--- src/hw/rtl/relay_pulse_burst_gate_assert.svh ---
// Assertion macros for the relay pulse burst gate.
`ifndef RELAY_PULSE_BURST_GATE_ASSERT_SVH
`define RELAY_PULSE_BURST_GATE_ASSERT_SVH
`ifndef SYNTHESIS
// Same-cycle implication, checked on clk, off while rst_n is low.
`define RPBG_ASSERT_NOW(lbl, ante, cons) \
  lbl: assert property (@(posedge clk) disable iff (!rst_n) (ante) |-> (cons)) \
    else $error("rpbg assertion failed");
// Next-cycle implication, checked on clk, off while rst_n is low.
`define RPBG_ASSERT_NEXT(lbl, ante, cons) \
  lbl: assert property (@(posedge clk) disable iff (!rst_n) (ante) |=> (cons)) \
    else $error("rpbg assertion failed");
`else
`define RPBG_ASSERT_NOW(lbl, ante, cons)
`define RPBG_ASSERT_NEXT(lbl, ante, cons)
`endif
`endif

--- src/hw/rtl/rpbg_pkg.sv ---
// Shared widths, command codes and constants for the relay pulse burst gate.
package rpbg_pkg;

  localparam int CMD_W    = 2;
  localparam int POD_W    = 3;
  localparam int FREQ_W   = 16;
  localparam int DUR_W    = 16;
  localparam int INTEN_W  = 7;
  localparam int RELAY_W  = 6;
  localparam int DUTY_W   = 16;
  localparam int PERIOD_W = 8;
  localparam int PHASE_W  = 16;
  localparam int PROD_W   = PERIOD_W + FREQ_W;

  typedef logic [CMD_W-1:0] cmd_t;

  localparam cmd_t CMD_TICK = 2'd0;
  localparam cmd_t CMD_FIRE = 2'd1;
  localparam cmd_t CMD_STOP = 2'd2;

  localparam logic [PERIOD_W-1:0] PERIOD_RESET = 8'd93;
  localparam logic [INTEN_W-1:0]  MAX_INTENSITY = 7'd100;
  localparam int                  CYCLE_TICKS   = 1000;
  localparam int                  ON_SCALE      = CYCLE_TICKS / 100;
  localparam int                  LEN_W         = 10;

  // duty = prod / 144 = (prod >> 4) / 9; the /9 is a reciprocal multiply,
  // exact for quotients of a 20-bit dividend.
  localparam int DUTY_PRE_SHIFT = 4;
  localparam int DUTY_ODD       = 9;
  localparam int DIVD_W         = PROD_W - DUTY_PRE_SHIFT;
  localparam int RECIP_SHIFT    = DIVD_W + 4;
  localparam int RECIP_W        = RECIP_SHIFT - 2;
  localparam logic [RECIP_W-1:0] DUTY_RECIP =
    RECIP_W'(((64'd1 << RECIP_SHIFT) + DUTY_ODD - 1) / DUTY_ODD);
  localparam int QUOT_W         = DUTY_W + 1;

endpackage

--- src/hw/rtl/rpbg_if.sv ---
// Input and result channel interfaces for the relay pulse burst gate.
interface rpbg_in_if
  import rpbg_pkg::*;
();
  logic               valid;
  logic               ready;
  logic [CMD_W-1:0]   cmd;
  logic [POD_W-1:0]   pod;
  logic [FREQ_W-1:0]  freq_value;
  logic [DUR_W-1:0]   duration_ticks;
  logic [INTEN_W-1:0] intensity_pct;

  modport source (output valid, cmd, pod, freq_value, duration_ticks, intensity_pct,
                  input ready);
  modport sink (input valid, cmd, pod, freq_value, duration_ticks, intensity_pct,
                output ready);
endinterface

interface rpbg_out_if
  import rpbg_pkg::*;
();
  logic               valid;
  logic               ready;
  logic [RELAY_W-1:0] relay_mask;
  logic               right_pwm_on;
  logic               left_pwm_on;
  logic               timebase_on;
  logic [DUTY_W-1:0]  duty;
  logic               busy_res;

  modport source (output valid, relay_mask, right_pwm_on, left_pwm_on, timebase_on,
                  duty, busy_res, input ready);
  modport sink (input valid, relay_mask, right_pwm_on, left_pwm_on, timebase_on,
                duty, busy_res, output ready);
endinterface

--- src/hw/rtl/relay_pulse_burst_gate.sv ---
// Relay pulse burst gate: relay select, PWM gating and burst timing top level.
// Path: the input register, then the state/result register; together they form
//   a two-deep pipeline, and the duty multiply sits at the input register.
// Throughput: one transaction per cycle while the result is not stalled.
// Reset: synchronous active-low rst_n clears pipeline valids and all burst state;
//   pwm_period returns to 93 and held intensity to 100.
`include "relay_pulse_burst_gate_assert.svh"

module relay_pulse_burst_gate
  import rpbg_pkg::*;
#(
  parameter int NUM_PODS = 6
) (
  input  logic                clk,
  input  logic                rst_n,
  rpbg_in_if.sink             in_chan,
  rpbg_out_if.source          out_chan,
  input  logic                cfg_we,
  input  logic [PERIOD_W-1:0] cfg_wdata
);

  localparam int RIGHT_PODS = NUM_PODS / 2;
  localparam int POD_SPACE  = 1 << POD_W;

  // ---------------------------------------------------------------------------
  // Configuration: PWM period; the user must write it only while idle (unchecked).
  // ---------------------------------------------------------------------------
  logic [PERIOD_W-1:0] pwm_period_r;

  always_ff @(posedge clk) begin
    if (!rst_n) begin
      pwm_period_r <= PERIOD_RESET;
    end else if (cfg_we) begin
      pwm_period_r <= cfg_wdata;
    end
  end

  // ---------------------------------------------------------------------------
  // Handshake. Stage 1 holds the accepted transaction; the state registers
  // double as the result register, so they only update when the result slot
  // is free or being drained.
  // ---------------------------------------------------------------------------
  logic s1_valid_r;
  logic out_valid_r;
  logic in_fire;
  logic adv;

  assign adv            = s1_valid_r && (!out_valid_r || out_chan.ready);
  assign in_chan.ready  = !s1_valid_r || adv;
  assign in_fire        = in_chan.valid && in_chan.ready;
  assign out_chan.valid = out_valid_r;

  always_ff @(posedge clk) begin
    if (!rst_n) begin
      s1_valid_r  <= 1'b0;
      out_valid_r <= 1'b0;
    end else begin
      if (in_fire) begin
        s1_valid_r <= 1'b1;
      end else if (adv) begin
        s1_valid_r <= 1'b0;
      end
      if (adv) begin
        out_valid_r <= 1'b1;
      end else if (out_chan.ready) begin
        out_valid_r <= 1'b0;
      end
    end
  end

  // ---------------------------------------------------------------------------
  // Stage 1 payload: fields plus period * freq product (one 8x16 multiply).
  // ---------------------------------------------------------------------------
  cmd_t               s1_cmd_r;
  logic [POD_W-1:0]   s1_pod_r;
  logic [DUR_W-1:0]   s1_dur_r;
  logic [INTEN_W-1:0] s1_inten_r;
  logic [PROD_W-1:0]  s1_prod_r;

  always_ff @(posedge clk) begin
    if (in_fire) begin
      s1_cmd_r   <= in_chan.cmd;
      s1_pod_r   <= in_chan.pod;
      s1_dur_r   <= in_chan.duration_ticks;
      s1_inten_r <= in_chan.intensity_pct;
      s1_prod_r  <= PROD_W'(pwm_period_r) * PROD_W'(in_chan.freq_value);
    end
  end

  // Duty: prod / 144 via shift and reciprocal multiply, then saturate to 16 bits.
  logic [DIVD_W-1:0]              divd;
  logic [DIVD_W+RECIP_W-1:0]      quot_full;
  logic [QUOT_W-1:0]              quot;
  logic [DUTY_W-1:0]              duty_sat;

  assign divd      = s1_prod_r[PROD_W-1:DUTY_PRE_SHIFT];
  assign quot_full = (DIVD_W+RECIP_W)'(divd) * (DIVD_W+RECIP_W)'(DUTY_RECIP);
  assign quot      = quot_full[RECIP_SHIFT+QUOT_W-1:RECIP_SHIFT];
  assign duty_sat  = quot[QUOT_W-1] ? {DUTY_W{1'b1}} : quot[DUTY_W-1:0];

  // ---------------------------------------------------------------------------
  // Burst state
  // ---------------------------------------------------------------------------
  logic                active_r, active_nxt;
  logic [POD_W-1:0]    pod_idx_r, pod_idx_nxt;
  logic [NUM_PODS-1:0] relays_r, relays_nxt;
  logic                right_en_r, right_en_nxt;
  logic                left_en_r, left_en_nxt;
  logic                timebase_r, timebase_nxt;
  logic [INTEN_W-1:0]  inten_r, inten_nxt;
  logic [DUR_W-1:0]    remain_r, remain_nxt;
  logic [PHASE_W-1:0]  phase_r, phase_nxt;
  logic                phase_on_r, phase_on_nxt;
  logic [DUTY_W-1:0]   duty_r, duty_nxt;

  logic                pod_ok;
  logic                pod_right;
  logic                act_right;
  logic [NUM_PODS-1:0] pod_onehot;
  logic [PHASE_W-1:0]  phase_inc;
  logic [LEN_W-1:0]    on_len;
  logic [LEN_W-1:0]    off_len;

  assign pod_ok    = {1'b0, s1_pod_r} < (POD_W+1)'(NUM_PODS);
  assign pod_right = {1'b0, s1_pod_r} < (POD_W+1)'(RIGHT_PODS);
  assign act_right = {1'b0, pod_idx_r} < (POD_W+1)'(RIGHT_PODS);
  assign phase_inc = phase_r + PHASE_W'(1);
  assign on_len    = LEN_W'(inten_r) * LEN_W'(ON_SCALE);
  assign off_len   = LEN_W'(CYCLE_TICKS) - on_len;

  always_comb begin
    for (int i = 0; i < NUM_PODS; i++) begin
      pod_onehot[i] = (s1_pod_r == POD_W'(i));
    end
  end

  always_comb begin
    active_nxt   = active_r;
    pod_idx_nxt  = pod_idx_r;
    relays_nxt   = relays_r;
    right_en_nxt = right_en_r;
    left_en_nxt  = left_en_r;
    timebase_nxt = timebase_r;
    inten_nxt    = inten_r;
    remain_nxt   = remain_r;
    phase_nxt    = phase_r;
    phase_on_nxt = phase_on_r;
    duty_nxt     = duty_r;

    unique case (s1_cmd_r)
      CMD_TICK: begin
        if (active_r) begin
          phase_nxt = phase_inc;
          if (phase_on_r) begin
            // on phase over: gates and timebase off
            if (phase_inc >= PHASE_W'(on_len)) begin
              right_en_nxt = 1'b0;
              left_en_nxt  = 1'b0;
              timebase_nxt = 1'b0;
              phase_on_nxt = 1'b0;
              phase_nxt    = '0;
            end
          end else if (phase_inc >= PHASE_W'(off_len)) begin
            // off phase over: restart the active pod's gate
            if (act_right) begin
              right_en_nxt = 1'b1;
            end else begin
              left_en_nxt = 1'b1;
            end
            timebase_nxt = 1'b1;
            phase_on_nxt = 1'b1;
            phase_nxt    = '0;
          end
          // burst countdown; zero means run until stopped
          if (remain_r != '0) begin
            if (remain_r > DUR_W'(1)) begin
              remain_nxt = remain_r - DUR_W'(1);
            end else begin
              right_en_nxt = 1'b0;
              left_en_nxt  = 1'b0;
              timebase_nxt = 1'b0;
              relays_nxt   = '0;
              active_nxt   = 1'b0;
              remain_nxt   = '0;
              phase_on_nxt = 1'b0;
            end
          end
        end
      end
      CMD_FIRE: begin
        if (pod_ok) begin
          relays_nxt = pod_onehot;
          duty_nxt   = duty_sat;
          // the other side's gate is left as it was
          if (pod_right) begin
            right_en_nxt = 1'b1;
          end else begin
            left_en_nxt = 1'b1;
          end
          timebase_nxt = 1'b1;
          active_nxt   = 1'b1;
          pod_idx_nxt  = s1_pod_r;
          inten_nxt    = (s1_inten_r > MAX_INTENSITY) ? MAX_INTENSITY : s1_inten_r;
          remain_nxt   = s1_dur_r;
          phase_nxt    = '0;
          phase_on_nxt = 1'b1;
        end
      end
      CMD_STOP: begin
        // pod index, phase count and duty are kept
        right_en_nxt = 1'b0;
        left_en_nxt  = 1'b0;
        timebase_nxt = 1'b0;
        relays_nxt   = '0;
        active_nxt   = 1'b0;
        remain_nxt   = '0;
        phase_on_nxt = 1'b0;
      end
      default: begin
        // reserved command: no change
      end
    endcase
  end

  always_ff @(posedge clk) begin
    if (!rst_n) begin
      active_r   <= 1'b0;
      pod_idx_r  <= '0;
      relays_r   <= '0;
      right_en_r <= 1'b0;
      left_en_r  <= 1'b0;
      timebase_r <= 1'b0;
      inten_r    <= MAX_INTENSITY;
      remain_r   <= '0;
      phase_r    <= '0;
      phase_on_r <= 1'b0;
      duty_r     <= '0;
    end else if (adv) begin
      active_r   <= active_nxt;
      pod_idx_r  <= pod_idx_nxt;
      relays_r   <= relays_nxt;
      right_en_r <= right_en_nxt;
      left_en_r  <= left_en_nxt;
      timebase_r <= timebase_nxt;
      inten_r    <= inten_nxt;
      remain_r   <= remain_nxt;
      phase_r    <= phase_nxt;
      phase_on_r <= phase_on_nxt;
      duty_r     <= duty_nxt;
    end
  end

  // ---------------------------------------------------------------------------
  // Result transaction: straight from the state registers. Relays past bit 5
  // are dropped from the mask.
  // ---------------------------------------------------------------------------
  logic [POD_SPACE-1:0] relays_wide;

  assign relays_wide           = POD_SPACE'(relays_r);
  assign out_chan.relay_mask   = relays_wide[RELAY_W-1:0];
  assign out_chan.right_pwm_on = right_en_r;
  assign out_chan.left_pwm_on  = left_en_r;
  assign out_chan.timebase_on  = timebase_r;
  assign out_chan.duty         = duty_r;
  assign out_chan.busy_res     = active_r;

  // ---------------------------------------------------------------------------
  // Checks
  // ---------------------------------------------------------------------------
  `RPBG_ASSERT_NOW(a_busy_one_relay, active_r, $onehot(relays_r))
  `RPBG_ASSERT_NOW(a_idle_no_relay, !active_r, relays_r == '0)
  `RPBG_ASSERT_NOW(a_timebase_gates, 1'b1, timebase_r == (right_en_r || left_en_r))
  `RPBG_ASSERT_NOW(a_inten_sat, 1'b1, inten_r <= MAX_INTENSITY)
  `RPBG_ASSERT_NEXT(a_stall_holds, out_valid_r && !out_chan.ready,
                    $stable(duty_r) && $stable(relays_r) && $stable(phase_r))

endmodule

--- src/flat_wrapper.sv ---
// flat-port wrapper written by rule: the top's interface ports become plain ports
module relay_pulse_burst_gate_flat import rpbg_pkg::*;
#(
  parameter int NUM_PODS = 6
)
  (clk, rst_n, cfg_we, cfg_wdata, in_chan_valid, in_chan_cmd, in_chan_pod, in_chan_freq_value, in_chan_duration_ticks, in_chan_intensity_pct, in_chan_ready, out_chan_valid, out_chan_relay_mask, out_chan_right_pwm_on, out_chan_left_pwm_on, out_chan_timebase_on, out_chan_duty, out_chan_busy_res, out_chan_ready);
  rpbg_in_if in_chan_i ();
  rpbg_out_if out_chan_i ();
  input  logic clk;
  input  logic rst_n;
  input  logic cfg_we;
  input  logic [PERIOD_W-1:0] cfg_wdata;
  input wire logic [$bits(in_chan_i.valid)-1:0] in_chan_valid;
  input wire logic [$bits(in_chan_i.cmd)-1:0] in_chan_cmd;
  input wire logic [$bits(in_chan_i.pod)-1:0] in_chan_pod;
  input wire logic [$bits(in_chan_i.freq_value)-1:0] in_chan_freq_value;
  input wire logic [$bits(in_chan_i.duration_ticks)-1:0] in_chan_duration_ticks;
  input wire logic [$bits(in_chan_i.intensity_pct)-1:0] in_chan_intensity_pct;
  output wire logic [$bits(in_chan_i.ready)-1:0] in_chan_ready;
  output wire logic [$bits(out_chan_i.valid)-1:0] out_chan_valid;
  output wire logic [$bits(out_chan_i.relay_mask)-1:0] out_chan_relay_mask;
  output wire logic [$bits(out_chan_i.right_pwm_on)-1:0] out_chan_right_pwm_on;
  output wire logic [$bits(out_chan_i.left_pwm_on)-1:0] out_chan_left_pwm_on;
  output wire logic [$bits(out_chan_i.timebase_on)-1:0] out_chan_timebase_on;
  output wire logic [$bits(out_chan_i.duty)-1:0] out_chan_duty;
  output wire logic [$bits(out_chan_i.busy_res)-1:0] out_chan_busy_res;
  input wire logic [$bits(out_chan_i.ready)-1:0] out_chan_ready;
  assign in_chan_i.valid = in_chan_valid;
  assign in_chan_i.cmd = in_chan_cmd;
  assign in_chan_i.pod = in_chan_pod;
  assign in_chan_i.freq_value = in_chan_freq_value;
  assign in_chan_i.duration_ticks = in_chan_duration_ticks;
  assign in_chan_i.intensity_pct = in_chan_intensity_pct;
  assign in_chan_ready = in_chan_i.ready;
  assign out_chan_valid = out_chan_i.valid;
  assign out_chan_relay_mask = out_chan_i.relay_mask;
  assign out_chan_right_pwm_on = out_chan_i.right_pwm_on;
  assign out_chan_left_pwm_on = out_chan_i.left_pwm_on;
  assign out_chan_timebase_on = out_chan_i.timebase_on;
  assign out_chan_duty = out_chan_i.duty;
  assign out_chan_busy_res = out_chan_i.busy_res;
  assign out_chan_i.ready = out_chan_ready;
  relay_pulse_burst_gate #(.NUM_PODS(NUM_PODS)) u_core (.clk(clk), .rst_n(rst_n), .in_chan(in_chan_i), .out_chan(out_chan_i), .cfg_we(cfg_we), .cfg_wdata(cfg_wdata));
endmodule
--- config.mk ---
export PLATFORM = sky130hd
export DESIGN_NAME = relay_pulse_burst_gate_flat
export DESIGN_NICKNAME = d
export VERILOG_FILES = /design/src/hw/rtl/rpbg_pkg.sv /design/src/hw/rtl/rpbg_if.sv /design/src/hw/rtl/relay_pulse_burst_gate.sv /design/src/flat_wrapper.sv
export VERILOG_INCLUDE_DIRS = /design/src /design/src/hw/rtl
export SDC_FILE = /design/constraint.sdc
export NUM_CORES = 1
export LEC_CHECK = 0
export BUFFER_PORTS_ARGS = -buffer_cell sky130_fd_sc_hd__buf_2
export CAP_MARGIN = 30
export CORE_MARGIN = 3
export CORE_UTILIZATION = 36
export DETAILED_ROUTE_END_ITERATION = 12
export MAX_ROUTING_LAYER = met4
export PLACE_DENSITY = 0.51
export SKIP_LAST_GASP = 1
export SYNTH_ARGS = -nofsm -noshare
export SYNTH_HDL_FRONTEND = slang
export SYNTH_SLANG_ARGS = --single-unit
--- constraint.sdc ---
create_clock -name clk -period 6.8 [get_ports clk]
set_input_delay 0.34 -clock clk [delete_from_list [all_inputs] [get_ports clk]]
set_output_delay 0.34 -clock clk [all_outputs]
set_load 0.01 [all_outputs]
==> flow_summary.ini <==
[place]
hpwl_mm = 28.4
gpl.final_weighted_congestion = 0.920
portBuffers = 84

[global_route]
grt_antenna_before_repair = 0
groute.usage.overall = 0.167
grt_pass1_vias = 11400
globalRoute.busiestLayer = met2
groute.layer.met3.usage = 0.0251
groute.layer.met1.usage = 0.221
overflow = 0
global_route_wire_length_before_repair_mm = 58.0
global_route.usage.met2 = 0.272
grt_max_degree = 40

[routing]
avgViaCountPerCell = 4.94
ant_nets = 0
drt-initial-drc-count = 445
via_count = 10700
routed_wirelength_mm = 34.3
post-route-drc-count = 0
routed_wire_length_per_instance_um = 15.8
detailedRoute.firstPassIterationCount = 4

[timing]
setup_violations_final = 0
max_freq_mhz = 158
finalHoldViolations = 0
fin_crit_sh = 0.928
hold-worst-slack_ns = 0.0673
drv_slew = 0
timing.final.crit_period_ns = 6.31
timing.slew.headroom = 0.473
finalClockSkew_ns = 0.0101
timing.setup.tns_ns = 0
timing_worst_slew_pin_value_ns = 0.790
rsz_0062_raised_after_global_routing = false

[yosys]
synthesis.area_per_instance_um2 = 9.51
synth_seq_cells = 127
synth_largest_type_area_fraction = 0.238
synth_sequential_area_ratio = 0.203
synthesis.yosys.warnings = 0
synth_top_cell_by_area = fa_1
synth-async-reset-ratio = 0
netlist_area_um2 = 14900
yosys_most_used_dff = dfxtp_1
synth.area.top_cells = fa_1, ha_1, dfxtp_1
synth_edf_count = 48
ys_types = 76
syn-instance-count = 1564
synth_fp_nets = 2016

[cts]
cts.htree.levels = 4
post_cts.resized_instances = 0
post_cts_hold_buffer_count = 0
clock-sinks = 127
cts.root.buffer_cell = clkbuf_16
clkTransAtPathRegs_ns = 0.06
insertion_delay_ns = 0.44
post-cts-setup-buffers = 0
cts_tree = yes
cts_buffers = 17
cts.path.max_buffers = 2

[floorplanning]
pin_count = 85
dieArea_um2 = 43800
placement_rows = 73
start_util = 0.369
die_x_um = 209
fp.coreArea_um2 = 40300
dieHeight_um = 209

[final_layout]
most-common-layout-cells = inv_1, ha_1, fa_1
antenna-diode-count = 0
post_layout_nets = 2090
areaGrowthSynthToFinish_pct = 10.5
layout_cell_share_with_drive_strength_beyond_1 = 0.0951
final_common_cell = inv_1

[hold_path]
hold_path_class = in -> reg
hold-path-cell-count = 1

[setup_path]
critical_path.endpoint_type = flop
critPathKind = reg -> reg
worstPathBufferInverterCount = 4
critical_path_peak_fanout = 15
cp_top_family = adder cells
cp_cell_sequence = fa_1 > ha_1 > inv_1 > fa_1 > inv_1 > fa_1 > fa_1 > inv_1 > fa_1 > inv_1 > ha_1 > nand4_1 > a211o_1 > a311oi_1 > or3_1 > nand4_1 > and4_1 > nor2_2 > o221a_2
critical_path.max_stage_delay_ns = 0.55
r2r_cells = 19
critPathLaunchType = flop
timing.critical_path.arrival_ns = 6.70
timing.critical_path.slowest_stage_cell = fa_1
worst_ep_required_time_ns = 7.19
worst_path_most_repeated_cell = fa_1
path_depth = 19

[flow_run]
drv.max_cap_violation_count = 0

[outcome]
run_status = finished, final reports clean
## path summary, 6_finish.rpt
| check | from | end | slack [ns] |
|---|---|---|---|
| max | u_core.s1_prod_r[13]$_DFFE_PP_ | u_core.out_chan.duty[11]$_SDFFE_PN0P_ | 0.49 |
| min | in_chan_duration_ticks[13] | u_core.s1_dur_r[13]$_DFFE_PP_ | 0.07 |
| max reg2reg | u_core.s1_prod_r[13]$_DFFE_PP_ | u_core.out_chan.duty[11]$_SDFFE_PN0P_ | 0.49 |
| min reg2reg | u_core.pod_idx_r[0]$_SDFFE_PN0P_ | u_core.pod_idx_r[0]$_SDFFE_PN0P_ | 0.46 |
## layer usage
layer	wire length, µm	vias to the layer above
met5	0	-
met4	490	0
met3	899	34
met2	16100	130
met1	16800	5217
li1	-	5360
## state kept, by name (all words and copies together), names as in the netlist, 2 cells and up
signal                      cells
u_core.pwm_period_r             8
u_core.out_chan.relay_mask      6
u_core.s1_cmd_r                 2
u_core.pod_idx_r                3
u_core.remain_r                16
u_core.s1_inten_r               7
u_core.inten_r                  7
u_core.s1_prod_r               20
u_core.phase_r                 16
u_core.out_chan.duty           16
u_core.s1_pod_r                 3
u_core.s1_dur_r                16
## cell type report
type / count / area [µm²]
Sequential cell: 127 / 3020
Tap cell: 525 / 657
Multi-Input combinational cell: 1107 / 10600
Fill cell: 3971 / 23800
Timing Repair Buffer: 88 / 463
Inverter: 297 / 1110
Clock inverter: 12 / 110
Clock buffer: 20 / 458
## stage by stage
step	cell area [µm²]	std cells	setup slack, ns	util
6_report	16400	2176	0.490	0.408
4_1_cts	16400	2176	0.494	0.408
2_1_floorplan	14900	1564	1.00	-
3_3_place_gp	15900	2143	0.626	0.394
3_5_place_dp	15900	2144	0.486	0.394
5_1_grt	16400	2176	0.143	0.408
## cell families after synthesis
family / share of synthesized area
compound gates: 0.124
flops: 0.203
xor+xnor: 0.0347
mux: 0.00606
simple gates: 0.126
buf+inv: 0.0836
fa+ha+maj: 0.422
## synth_stat cells (7+ instances only)
cell / number
nand2_1: 133
xor2_1: 22
a21oi_1: 75
a22oi_1: 7
nand3_1: 22
and2_1: 71
o21bai_1: 13
dfxtp_1: 79
o221a_2: 17
or3_1: 9
nand4_1: 11
xnor2_1: 37
ha_1: 218
nor2_1: 62
mux2i_1: 9
inv_1: 296
fa_1: 177
a21o_1: 26
nor4_1: 8
o21ai_0: 45
a211oi_1: 11
clkbuf_1: 27
edfxtp_1: 48
nor3_1: 25
Power is left out: the tool's default activity adds up to more than one toggle a clock period on the data nets, which glitch-free logic cannot reach.
